[src/hw/rtl/bira_pkg.sv]
// Package for the beat interval rate averager.
// Holds register indexes, reset values, ring sizing and the sequencer state type.
// Depends on nothing; imported by beat_interval_rate_averager.
package bira_pkg;

    localparam int RING_DEPTH = 10;
    localparam int SLOT_W     = (RING_DEPTH > 1) ? $clog2(RING_DEPTH) : 1;
    localparam int SUM_W      = $clog2(RING_DEPTH * 255 + 1);

    // The ring average is taken as a multiply by a rounded-up reciprocal.
    localparam int AVG_SHIFT  = 24;
    localparam int RECIP_W    = AVG_SHIFT + 1;
    localparam logic [RECIP_W-1:0] AVG_RECIP =
        RECIP_W'(((1 << AVG_SHIFT) + RING_DEPTH - 1) / RING_DEPTH);

    localparam int DVD_W      = 20;
    localparam int REM_W      = 16;
    localparam int CNT_W      = 5;

    localparam logic [15:0] BEAT_MS_PER_MIN = 16'd60000;
    localparam logic [4:0]  RATE_STEPS      = 5'd16;
    localparam logic [4:0]  FILT_STEPS      = 5'd20;
    localparam logic [4:0]  FILT_DIVISOR    = 5'd10;

    localparam logic [2:0] REG_PRESENCE_THRESHOLD = 3'd0;
    localparam logic [2:0] REG_ACCEPT_LOW         = 3'd1;
    localparam logic [2:0] REG_ACCEPT_HIGH        = 3'd2;
    localparam logic [2:0] REG_CLAMP_LOW          = 3'd3;
    localparam logic [2:0] REG_CLAMP_HIGH         = 3'd4;

    localparam logic [17:0] RST_PRESENCE_THRESHOLD = 18'd50000;
    localparam logic [7:0]  RST_ACCEPT_LOW         = 8'd45;
    localparam logic [7:0]  RST_ACCEPT_HIGH        = 8'd130;
    localparam logic [7:0]  RST_CLAMP_LOW          = 8'd50;
    localparam logic [7:0]  RST_CLAMP_HIGH         = 8'd130;

    typedef enum logic [2:0] {
        S_IDLE,
        S_RATE,
        S_RING,
        S_AVG,
        S_FILT,
        S_DONE
    } state_t;

endpackage

[src/hw/rtl/beat_interval_rate_averager.sv]
// Beat interval rate averager: beat intervals to a smoothed, clamped rate in bpm.
// Uses one bit-serial restoring divider for both the rate and the filter update.
// Depends on bira_pkg.
//
//   channel | direction | signals
//   --------+-----------+-------------------------------------------------
//   cfg     | in        | cfg_valid, cfg_ready, cfg_index, cfg_data
//   in      | in        | in_valid, in_ready, beat_seen, ir_level, now_ms
//   out     | out       | out_valid, out_ready, rate_bpm
//
// A sample without a counted beat, or with a non-positive interval, goes from S_IDLE straight to S_DONE.
// A full beat runs 16 divider steps for 60000/interval and 20 for
// the filter division by ten, each step one quotient bit of the shared divider.
// Reset clears the ring, the filter, the last beat time and the registers to defaults.
// A waiting result in the output register does not hold back acceptance of the next beat,
// but that beat waits in S_DONE with in_ready low until it is free; cfg_ready is always high.
module beat_interval_rate_averager
    import bira_pkg::*;
(
    input  logic        clk,
    input  logic        rst_n,
    input  logic        cfg_valid,
    output logic        cfg_ready,
    input  logic [2:0]  cfg_index,
    input  logic [17:0] cfg_data,
    input  logic        in_valid,
    output logic        in_ready,
    input  logic        beat_seen,
    input  logic [17:0] ir_level,
    input  logic [31:0] now_ms,
    output logic        out_valid,
    input  logic        out_ready,
    output logic [7:0]  rate_bpm
);

    state_t state_reg, state_next;

    logic [17:0] thr_reg, thr_next;
    logic [7:0]  acc_lo_reg, acc_lo_next;
    logic [7:0]  acc_hi_reg, acc_hi_next;
    logic [7:0]  clo_reg, clo_next;
    logic [7:0]  chi_reg, chi_next;

    logic [31:0]       last_reg, last_next;
    logic [7:0]        ring_reg [RING_DEPTH];
    logic [7:0]        ring_next [RING_DEPTH];
    logic [SLOT_W-1:0] slot_reg, slot_next;
    logic [SUM_W-1:0]  sum_reg, sum_next;
    logic [15:0]       filt_reg, filt_next;

    logic [DVD_W-1:0] dvd_reg, dvd_next;
    logic [REM_W-1:0] rem_reg, rem_next;
    logic [30:0]      dsr_reg, dsr_next;
    logic [CNT_W-1:0] cnt_reg, cnt_next;
    logic             zero_reg, zero_next;

    logic       out_valid_reg, out_valid_next;
    logic [7:0] out_data_reg, out_data_next;

    logic [31:0]                interval;
    logic [REM_W:0]             trial;
    logic                       fits;
    logic [DVD_W-1:0]           step_dvd;
    logic [REM_W-1:0]           step_rem;
    logic [15:0]                quot;
    logic                       low_ok;
    logic                       high_ok;
    logic [SUM_W+RECIP_W-1:0]   avg_prod;
    logic [7:0]                 avg;
    logic [DVD_W-1:0]           filt_in;
    logic [7:0]                 filt_int;
    logic [7:0]                 report;

    assign cfg_ready = 1'b1;
    assign in_ready  = (state_reg == S_IDLE);
    assign out_valid = out_valid_reg;
    assign rate_bpm  = out_data_reg;

    assign interval = now_ms - last_reg;

    assign trial    = {rem_reg, dvd_reg[DVD_W-1]};
    assign fits     = (dsr_reg[30:REM_W+1] == '0) && (trial >= dsr_reg[REM_W:0]);
    assign step_rem = fits ? REM_W'(trial - dsr_reg[REM_W:0]) : REM_W'(trial);
    assign step_dvd = {dvd_reg[DVD_W-2:0], fits};

    assign quot    = dvd_reg[15:0];
    assign low_ok  = ({8'd0, acc_lo_reg} < quot)
                  || (({8'd0, acc_lo_reg} == quot) && (rem_reg != '0));
    assign high_ok = {8'd0, acc_hi_reg} > quot;

    assign avg_prod = (SUM_W+RECIP_W)'(sum_reg) * (SUM_W+RECIP_W)'(AVG_RECIP);
    assign avg      = avg_prod[AVG_SHIFT +: 8];
    assign filt_in  = DVD_W'({filt_reg, 3'b000}) + DVD_W'(filt_reg) + DVD_W'({avg, 8'd0});

    assign filt_int = filt_reg[15:8];

    always_comb
    begin
        if (filt_reg == '0)
        begin
            report = 8'd0;
        end
        else if (filt_int < clo_reg)
        begin
            report = clo_reg;
        end
        else if (filt_int > chi_reg)
        begin
            report = chi_reg;
        end
        else
        begin
            report = filt_int;
        end
    end

    always_comb
    begin
        state_next     = state_reg;
        thr_next       = thr_reg;
        acc_lo_next    = acc_lo_reg;
        acc_hi_next    = acc_hi_reg;
        clo_next       = clo_reg;
        chi_next       = chi_reg;
        last_next      = last_reg;
        ring_next      = ring_reg;
        slot_next      = slot_reg;
        sum_next       = sum_reg;
        filt_next      = filt_reg;
        dvd_next       = dvd_reg;
        rem_next       = rem_reg;
        dsr_next       = dsr_reg;
        cnt_next       = cnt_reg;
        zero_next      = zero_reg;
        out_valid_next = out_valid_reg;
        out_data_next  = out_data_reg;

        if (cfg_valid)
        begin
            unique case (cfg_index)
                REG_PRESENCE_THRESHOLD: thr_next    = cfg_data;
                REG_ACCEPT_LOW:         acc_lo_next = cfg_data[7:0];
                REG_ACCEPT_HIGH:        acc_hi_next = cfg_data[7:0];
                REG_CLAMP_LOW:          clo_next    = cfg_data[7:0];
                REG_CLAMP_HIGH:         chi_next    = cfg_data[7:0];
                default:                ;
            endcase
        end

        if (out_valid_reg && out_ready)
        begin
            out_valid_next = 1'b0;
        end

        unique case (state_reg)
            S_IDLE:
            begin
                if (in_valid)
                begin
                    zero_next  = 1'b1;
                    state_next = S_DONE;
                    if (beat_seen && (ir_level >= thr_reg))
                    begin
                        last_next = now_ms;
                        if ((interval != '0) && !interval[31])
                        begin
                            zero_next  = 1'b0;
                            dvd_next   = {BEAT_MS_PER_MIN, (DVD_W-16)'(0)};
                            rem_next   = '0;
                            dsr_next   = interval[30:0];
                            cnt_next   = RATE_STEPS - 5'd1;
                            state_next = S_RATE;
                        end
                    end
                end
            end
            S_RATE:
            begin
                dvd_next = step_dvd;
                rem_next = step_rem;
                cnt_next = cnt_reg - 5'd1;
                if (cnt_reg == '0)
                begin
                    state_next = S_RING;
                end
            end
            S_RING:
            begin
                if (low_ok && high_ok)
                begin
                    ring_next[slot_reg] = quot[7:0];
                    sum_next = sum_reg - SUM_W'(ring_reg[slot_reg]) + SUM_W'(quot[7:0]);
                    if (slot_reg == SLOT_W'(RING_DEPTH - 1))
                    begin
                        slot_next = '0;
                    end
                    else
                    begin
                        slot_next = slot_reg + SLOT_W'(1);
                    end
                    state_next = S_AVG;
                end
                else
                begin
                    state_next = S_DONE;
                end
            end
            S_AVG:
            begin
                dvd_next   = filt_in;
                rem_next   = '0;
                dsr_next   = 31'(FILT_DIVISOR);
                cnt_next   = FILT_STEPS - 5'd1;
                state_next = S_FILT;
            end
            S_FILT:
            begin
                dvd_next = step_dvd;
                rem_next = step_rem;
                cnt_next = cnt_reg - 5'd1;
                if (cnt_reg == '0)
                begin
                    filt_next  = step_dvd[15:0];
                    state_next = S_DONE;
                end
            end
            S_DONE:
            begin
                if (!out_valid_reg || out_ready)
                begin
                    out_valid_next = 1'b1;
                    out_data_next  = zero_reg ? 8'd0 : report;
                    state_next     = S_IDLE;
                end
            end
            default:
            begin
                state_next = S_IDLE;
            end
        endcase
    end

    always_ff @(posedge clk or negedge rst_n)
    begin
        if (!rst_n)
        begin
            state_reg     <= S_IDLE;
            thr_reg       <= RST_PRESENCE_THRESHOLD;
            acc_lo_reg    <= RST_ACCEPT_LOW;
            acc_hi_reg    <= RST_ACCEPT_HIGH;
            clo_reg       <= RST_CLAMP_LOW;
            chi_reg       <= RST_CLAMP_HIGH;
            last_reg      <= '0;
            for (int i = 0; i < RING_DEPTH; i++)
            begin
                ring_reg[i] <= '0;
            end
            slot_reg      <= '0;
            sum_reg       <= '0;
            filt_reg      <= '0;
            cnt_reg       <= '0;
            zero_reg      <= 1'b0;
            out_valid_reg <= 1'b0;
        end
        else
        begin
            state_reg     <= state_next;
            thr_reg       <= thr_next;
            acc_lo_reg    <= acc_lo_next;
            acc_hi_reg    <= acc_hi_next;
            clo_reg       <= clo_next;
            chi_reg       <= chi_next;
            last_reg      <= last_next;
            ring_reg      <= ring_next;
            slot_reg      <= slot_next;
            sum_reg       <= sum_next;
            filt_reg      <= filt_next;
            cnt_reg       <= cnt_next;
            zero_reg      <= zero_next;
            out_valid_reg <= out_valid_next;
        end
    end

    always_ff @(posedge clk)
    begin
        dvd_reg      <= dvd_next;
        rem_reg      <= rem_next;
        dsr_reg      <= dsr_next;
        out_data_reg <= out_data_next;
    end

endmodule

[config.mk]
export PLATFORM = sky130hd
export DESIGN_NAME = beat_interval_rate_averager
export DESIGN_NICKNAME = d
export VERILOG_FILES = /design/src/hw/rtl/bira_pkg.sv /design/src/hw/rtl/beat_interval_rate_averager.sv
export SDC_FILE = /design/constraint.sdc
export NUM_CORES = 1
export LEC_CHECK = 0
export ABC_CLOCK_PERIOD_IN_PS = 13100
export BUFFER_PORTS_ARGS = -buffer_cell sky130_fd_sc_hd__clkbuf_2
export CORE_ASPECT_RATIO = 0.8
export CORE_MARGIN = 2
export CORE_UTILIZATION = 68
export DETAILED_ROUTE_END_ITERATION = 12
export GPL_ROUTABILITY_DRIVEN = 0
export PLACE_DENSITY_LB_ADDON = 0.12
export SYNTH_ARGS = -nofsm -noshare
export SYNTH_HDL_FRONTEND = slang
export SYNTH_SLANG_ARGS = --single-unit
[constraint.sdc]
create_clock -name clk -period 13.1 [get_ports clk]
set_input_delay 2.62 -clock clk [delete_from_list [all_inputs] [get_ports clk]]
set_output_delay 2.62 -clock clk [all_outputs]
set_load 0.01 [all_outputs]
==> reports/metrics.yaml, run 1 <==
run_status:
  status: "complete, no violations"
logic_synthesis:
  synthTopCellsByArea: "dfrtp_1 (24%), ha_1 (13%), edfxtp_1 (11%)"
  synthesis.area_um2: 19800
  synth_fp_nets: 2297
  synth_most_common_cell: "inv_1"
  ys_ff_latch: 279
  synth_top_area_cell: "dfrtp_1"
  syn-instance-count: 1950
  async_flop_share_pct: 73.1
  netlist_top_cells_count: "inv_1 (251), ha_1 (207), dfrtp_1 (187), nand2_1 (172), o21ai_0 (144)"
  synth_cell_types: 80
  yosysWarnings: 0
  syn_area_per_cell_um2: 10.2
  ys_seq_area_share_pct: 37.2
  ys_dominant_reg_cell: "dfrtp_1"
  synth_edf_count: 75
  yosysTopAreaCellShare_pct: 23.6
power:
  power.density_nw_per_um2: 168
  clockPowerShare_pct: 24.1
  seqPwrFrac_pct: 35.5
  p_int_mw: 2.25
  p_comb_share_pct: 40.4
  p_switching_mw: 1.38
  cellLeakagePower_nw: 10.6
  swShare_pct: 37.9
  irDropWorstVdd_mv: 0.153
route:
  drt_iter0_markers: 1051
  vias: 14600
  drt-total-wl_um: 43600
  firstDrtPassIters: 7
  ant_nets: 0
  avgRoutedWirePerCell_um: 18.1
  remaining_drc_errors: 0
  vias_per_cell: 6.06
cells_and_area:
  fin_area_um2: 21600
  multi_input_area_um2: 11200
  final-seq-area_um2: 7380
  largest_reg_flops: 80
  nNetsFinal: 2358
  drive_gt1_share_pct: 15.8
  antenna_cells: 0
  filler_cell_count: 1953
  area_growth_pct: 8.80
placed_design:
  io_buffers: 86
  placed_area_um2: 20500
  hpwl_um: 32200
cts:
  cts_sinks: 279
  postCtsHoldBufs: 0
  clockBufferDepth: 3
  h-tree-depth: 1
  cts_tree: "built"
  clk_pin_slew_worst_paths_ns: 0.06
  cts.repair_timing.setup_buffer_count: 0
  worst_skew_pair.late_latency_ns: 0.58
  root_buffer: "clkbuf_16"
  cts-resized-gates: 0
  cts_buffers: 29
setup_path:
  crit_family: "adder cells"
  worstReg2RegStart: "sum_reg[10]"
  cp-end-kind: "register"
  cp.required_ns: 13.42
  startpoint: "sum_reg[10]"
  crit_buf_inv: 5
  cp_max_fo: 5
  r2r_slack_ns: 5.07
  critical_path_arrival_ns: 8.35
  slowest_stage: "fa_1"
  cpPeakStageDelay_ns: 0.53
  r2r_cells: 31
  worstReg2RegEnd: "dvd_reg[18]"
  start_kind: "register"
  worstSetupPathType: "reg2reg"
worst_hold_path:
  holdCritPathClass: "reg2reg"
  hp-start: "ring_reg[32]"
  hold_depth: 1
  holdPathEnd: "ring_reg[32]"
floorplanning:
  pin_count: 88
  dieArea_um2: 30500
  rows: 55
  start_util_pct: 69.6
  fp.dieW_um: 195
  die_h_um: 157
  core_um2: 28500
sta:
  hold_violations: 0
  fin_crit_ns: 8.03
  slew_headroom_pct: 19.6
  grt_setup_unrepaired: "false"
  fmax_mhz: 125
  setup_violations: 0
  finClkSkew_ns: 0.0255
  slew_violations: 0
  period_share_pct: 61.3
  worst_pin_slew_ns: 1.20
  finalSetupTns_ns: 0
global_route:
  grt_pass1_wl_um: 73100
  grt_overflow: 0
  grt_pass1_vias: 14500
  antenna_found_initial: 0
  gr-usage-all-layers_pct: 29.4
  grt_max_degree: 119
flow_run:
  cap_violations: 0
metrics by stage:
step                std cells  worst slack [ns]  util [%]  power (mW)  hold slack (ns)
floorplan                1950              5.76         -        2.35            0.475
global placement         2350              5.54      72.1        2.67            0.483
detailed placement       2350              5.19      72.1        2.73            0.490
CTS                      2404              5.14      75.7        3.62            0.503
global route             2404              4.74      75.7        3.88            0.516
finish                   2404              5.07      75.7        3.63            0.504
per-layer routing:
metal  vias up  routed length (um)  global-route usage, %
li1       6940                   -                      -
met1      7135               20600                   43.7
met2       433               19700                   47.1
met3        56                2600                   3.66
met4         0                 685                   6.00
met5         -                   0                      0
placed cells by master (no fill, tap or decap), types with 10 or more instances in the layout:
cell and instances:
nand2b_1 21, a31oi_1 11, ha_1 207, a21o_1 29
o21a_1 22, o21ai_0 144, mux2_2 99, mux4_2 16
clkbuf_2 85, nor2_1 81, edfxtp_1 75, a21oi_1 77
nor3_1 27, xor2_1 22, xnor2_1 41, and2_1 17
nand4_1 16, nor2b_1 17, fa_1 63, nand2_1 172
and3_1 14, mux2_4 16, dfrtp_1 187, nand3_1 30
o22ai_1 14, clkbuf_16 32, mux2i_1 32, inv_1 251
nor4_1 21, dfstp_2 17, buf_4 10
kinds of logic after synthesis:
family                     count (synthesis)  share of synthesized area, %
xor gates and xnor gates                  63                          2.78
buffers and inverters                    318                          6.18
DFF                                      279                          37.2
AOI/OAI and AO/OA                        380                          11.9
muxes                                    163                          10.3
and+or+nand+nor                          476                          12.2
adders and majority gates                270                          19.4
other                                      1                        0.0189
layout make-up:
cell class | count | share of cell area, %
multi-input cells | 1353 | 52.1
flip-flops and latches | 279 | 34.2
inverters | 252 | 4.39
clock buffers | 43 | 4.14
repair buffers | 96 | 2.39
well taps | 370 | 2.15
clock inverters | 11 | 0.615
worst register-to-register path: cells and delay by family (launching register included):
family                   cells  cell delay [ns]
AND/OR/NAND/NOR              2             0.12
XOR/XNOR                     1             0.34
buffers and inverters        5             0.33
flip-flops                   1             0.43
adder cells (fa/ha/maj)      8             3.43
AO/OA/AOI/OAI               15             3.15
worst max-delay path by stage:
stage                  end  slack (ns)  depth (start not counted)
2_1_floorplan   dvd_reg[0]        5.76                         14
3_3_place_gp   dvd_reg[17]        5.54                         29
3_5_place_dp   dvd_reg[18]        5.19                         33
4_1_cts        dvd_reg[18]        5.14                         33
5_1_grt        dvd_reg[18]        4.74                         31
6_report       dvd_reg[18]        5.07                         31
power groups by stage:
stage	Sequential [mW]	Combinational (mW)	Clock (mW)
6_report	1.29	1.47	0.875
5_1_grt	1.31	1.65	0.924
4_1_cts	1.29	1.45	0.886
3_5_place_dp	1.30	1.43	0
3_3_place_gp	1.29	1.38	0
2_1_floorplan	1.22	1.13	0
No activity file was read; power rests on OpenSTA's default activity.
==> run 2: changes to the inputs <==
Settings changed: ABC_AREA set to 1, ABC_CLOCK_PERIOD_IN_PS 13100 to 7200, CORE_UTILIZATION 68 to 57.
Clock period 13.1 ns to 7.2 ns, I/O delays scaled along.
==> run 2 against run 1 <==
  * Setup slack lost 4.6 ns
  * Synthesized cell count grew 33%
  * Synthesized area increased by 3.0%
  * Design area rose by 3.7%
  * Non-clock buffer count stayed put
  * Count of clock-buffer cells in the layout decreased by 4
  * Clock power increased by 87%
  * Global-route usage decreased by 2.0 points
  * Utilization down 12 points
  * Total power grew 110%
==> reports/metrics.yaml, run 2 <==
logic_synthesis:
  yosysWarnings: 0
  ys_dominant_reg_cell: "dfrtp_1"
  synth_most_common_cell: "nand2_1"
  ys_seq_area_share_pct: 36.1
  synth_fp_nets: 2942
  synthesis.area_um2: 20400
  synth_cell_types: 48
  syn-instance-count: 2595
  synth_top_area_cell: "dfrtp_1"
  netlist_top_cells_count: "nand2_1 (585), inv_1 (455), o21ai_0 (233), ha_1 (207), a21oi_1 (196)"
  ys_ff_latch: 279
  synth_edf_count: 75
  yosysTopAreaCellShare_pct: 22.9
  synthTopCellsByArea: "dfrtp_1 (23%), ha_1 (13%), edfxtp_1 (11%)"
  syn_area_per_cell_um2: 7.87
  async_flop_share_pct: 73.1
route:
  drt_iter0_markers: 1702
  remaining_drc_errors: 0
  drt-total-wl_um: 50300
  vias_per_cell: 5.47
  vias: 17300
  avgRoutedWirePerCell_um: 15.9
  firstDrtPassIters: 5
  ant_nets: 0
cts:
  worst_skew_pair.late_latency_ns: 0.59
  root_buffer: "clkbuf_16"
  clockBufferDepth: 3
  cts_buffers: 30
  clk_pin_slew_worst_paths_ns: 0.06
  postCtsHoldBufs: 0
  h-tree-depth: 1
  cts_tree: "built"
  cts_sinks: 279
cells_and_area:
  final_common_cell: "nand2_1"
  multi_input_area_um2: 11100
  nNetsFinal: 3011
  layout_common_cells: "nand2_1 (584), inv_1 (455), o21ai_0 (232)"
  drive_gt1_share_pct: 7.51
  antenna_cells: 0
  filler_cell_count: 3093
  final_cells: 3160
  final-seq-area_um2: 7380
  largest_reg_flops: 80
  area_growth_pct: 9.47
placed_design:
  hpwl_um: 38600
  io_buffers: 86
  dp.cells: 3104
  pre_cts_ws_ns: 0.485
floorplanning:
  die_h_um: 173
  fp.dieW_um: 216
  start_util_pct: 58.3
  pin_count: 88
  core_um2: 35000
  dieArea_um2: 37400
  rows: 61
sta:
  fin_crit_ns: 6.75
  period_share_pct: 93.7
  slew_headroom_pct: 24.2
  hold_violations: 0
  grt_setup_unrepaired: "false"
  finClkSkew_ns: 0.00904
  fmax_mhz: 148
  setup_violations: 0
  final.setup.worst_slack_ns: 0.453
  worst_pin_slew_ns: 1.13
  finalSetupTns_ns: 0
  slew_violations: 0
run_status:
  status: "complete, no violations"
global_route:
  grt_pass1_wl_um: 83900
  gr-usage-all-layers_pct: 27.4
  grt_overflow: 0
  antenna_found_initial: 0
  grt_pass1_vias: 16500
  grt_max_degree: 102
power:
  power.density_nw_per_um2: 349
  cellLeakagePower_nw: 11.6
  finalPower_mw: 7.80
  irDropWorstVdd_mv: 0.247
flow_run:
  cap_violations: 0
setup_path:
  cp.required_ns: 7.55
  cp-end-kind: "register"
  critical_path_arrival_ns: 7.10
  worstSetupPathType: "reg2reg"
  start_kind: "register"
  cp_max_fo: 5
worst_hold_path:
  holdCritPathClass: "reg2reg"
## run 2: cell types whose count changed in the layout (fill, tap and decap cells not counted), moves of 88 or more
cell	change
mux2_2	-97
o21ai_0	+88
nand2_1	+412
nor2_1	+106
inv_1	+204
a21oi_1	+118
## run 2: path summary, 6_finish.rpt
path	startpoint	end	slack, ns	cells past startpoint
max	sum_reg[4]	dvd_reg[17]	0.45	27
min	thr_reg[14]	thr_reg[14]	0.48	2
max reg2reg	sum_reg[4]	dvd_reg[17]	0.45	27
min reg2reg	thr_reg[14]	thr_reg[14]	0.48	2
max in group asynchronous	rst_n	sum_reg[9]	4.89	2
min in group asynchronous	rst_n	thr_reg[13]	0.94	1
## run 2: area by class of cell
| type | count | share of cell area [%] |
|---|---|---|
| well taps | 472 | 2.64 |
| flip-flops and latches | 279 | 33.0 |
| clock inverters | 17 | 0.968 |
| clock buffers | 39 | 3.74 |
| inverters | 460 | 7.73 |
| multi-input cells | 1797 | 49.6 |
| repair buffers | 96 | 2.30 |
## run 2: worst max-delay path: stages (launching register included)
cell,delay (ns)
dfrtp_1,0.42
inv_1,0.11
ha_1,0.28
inv_1,0.06
fa_1,0.52
inv_1,0.09
fa_1,0.53
inv_1,0.10
fa_1,0.45
fa_1,0.52
ha_1,0.35
a21o_1,0.19
a31oi_1,0.20
nor2_1,0.07
a211oi_1,0.18
nand2_1,0.13
a21oi_1,0.17
xor2_1,0.22
fa_1,0.45
inv_1,0.08
ha_1,0.29
a21oi_1,0.18
o21ai_0,0.10
a221oi_1,0.24
o21ai_0,0.17
or2_2,0.30
nand3_1,0.07
nand2_1,0.05
## run 2: cells by family after synthesis
logic type / Yosys count / synth area share, %
other: 1 / 0.0184
adder cells (fa/ha/maj): 270 / 18.9
AO/OA/AOI/OAI: 522 / 13.8
multiplexers: 2 / 0.110
AND/OR/NAND/NOR: 954 / 19.3
XOR/XNOR: 48 / 2.06
flip-flops: 279 / 36.1
buffers and inverters: 519 / 9.64
## run 2: repair_timing
action / CTS / global route
endpoints found under the setup margin: 0 / 2
gates resized for setup: 0 / 5
setup buffers: 0 / 0
## run 2: where the power goes
| group | internal [mW] | switching, mW |
|---|---|---|
| sequential | 2.19 | 0.213 |
| clock | 0.965 | 0.678 |
| combinational | 1.26 | 2.49 |
## run 2: stage by stage
stage	instance area (um2)	hold slack, ns	util, %
finish	22400	0.482	63.8
global route	22400	0.504	63.8
CTS	22300	0.484	63.8
detailed placement	21300	0.473	60.8
global placement	21300	0.454	60.8
floorplan	20400	0.442	-
## run 2: routing by layer
layer	track usage (%)	wire, um	vias to the layer above
met5	0	0	-
met4	5.14	891	0
met3	4.89	3960	59
met2	40.1	20700	551
met1	42.6	24700	8099
li1	-	-	8582
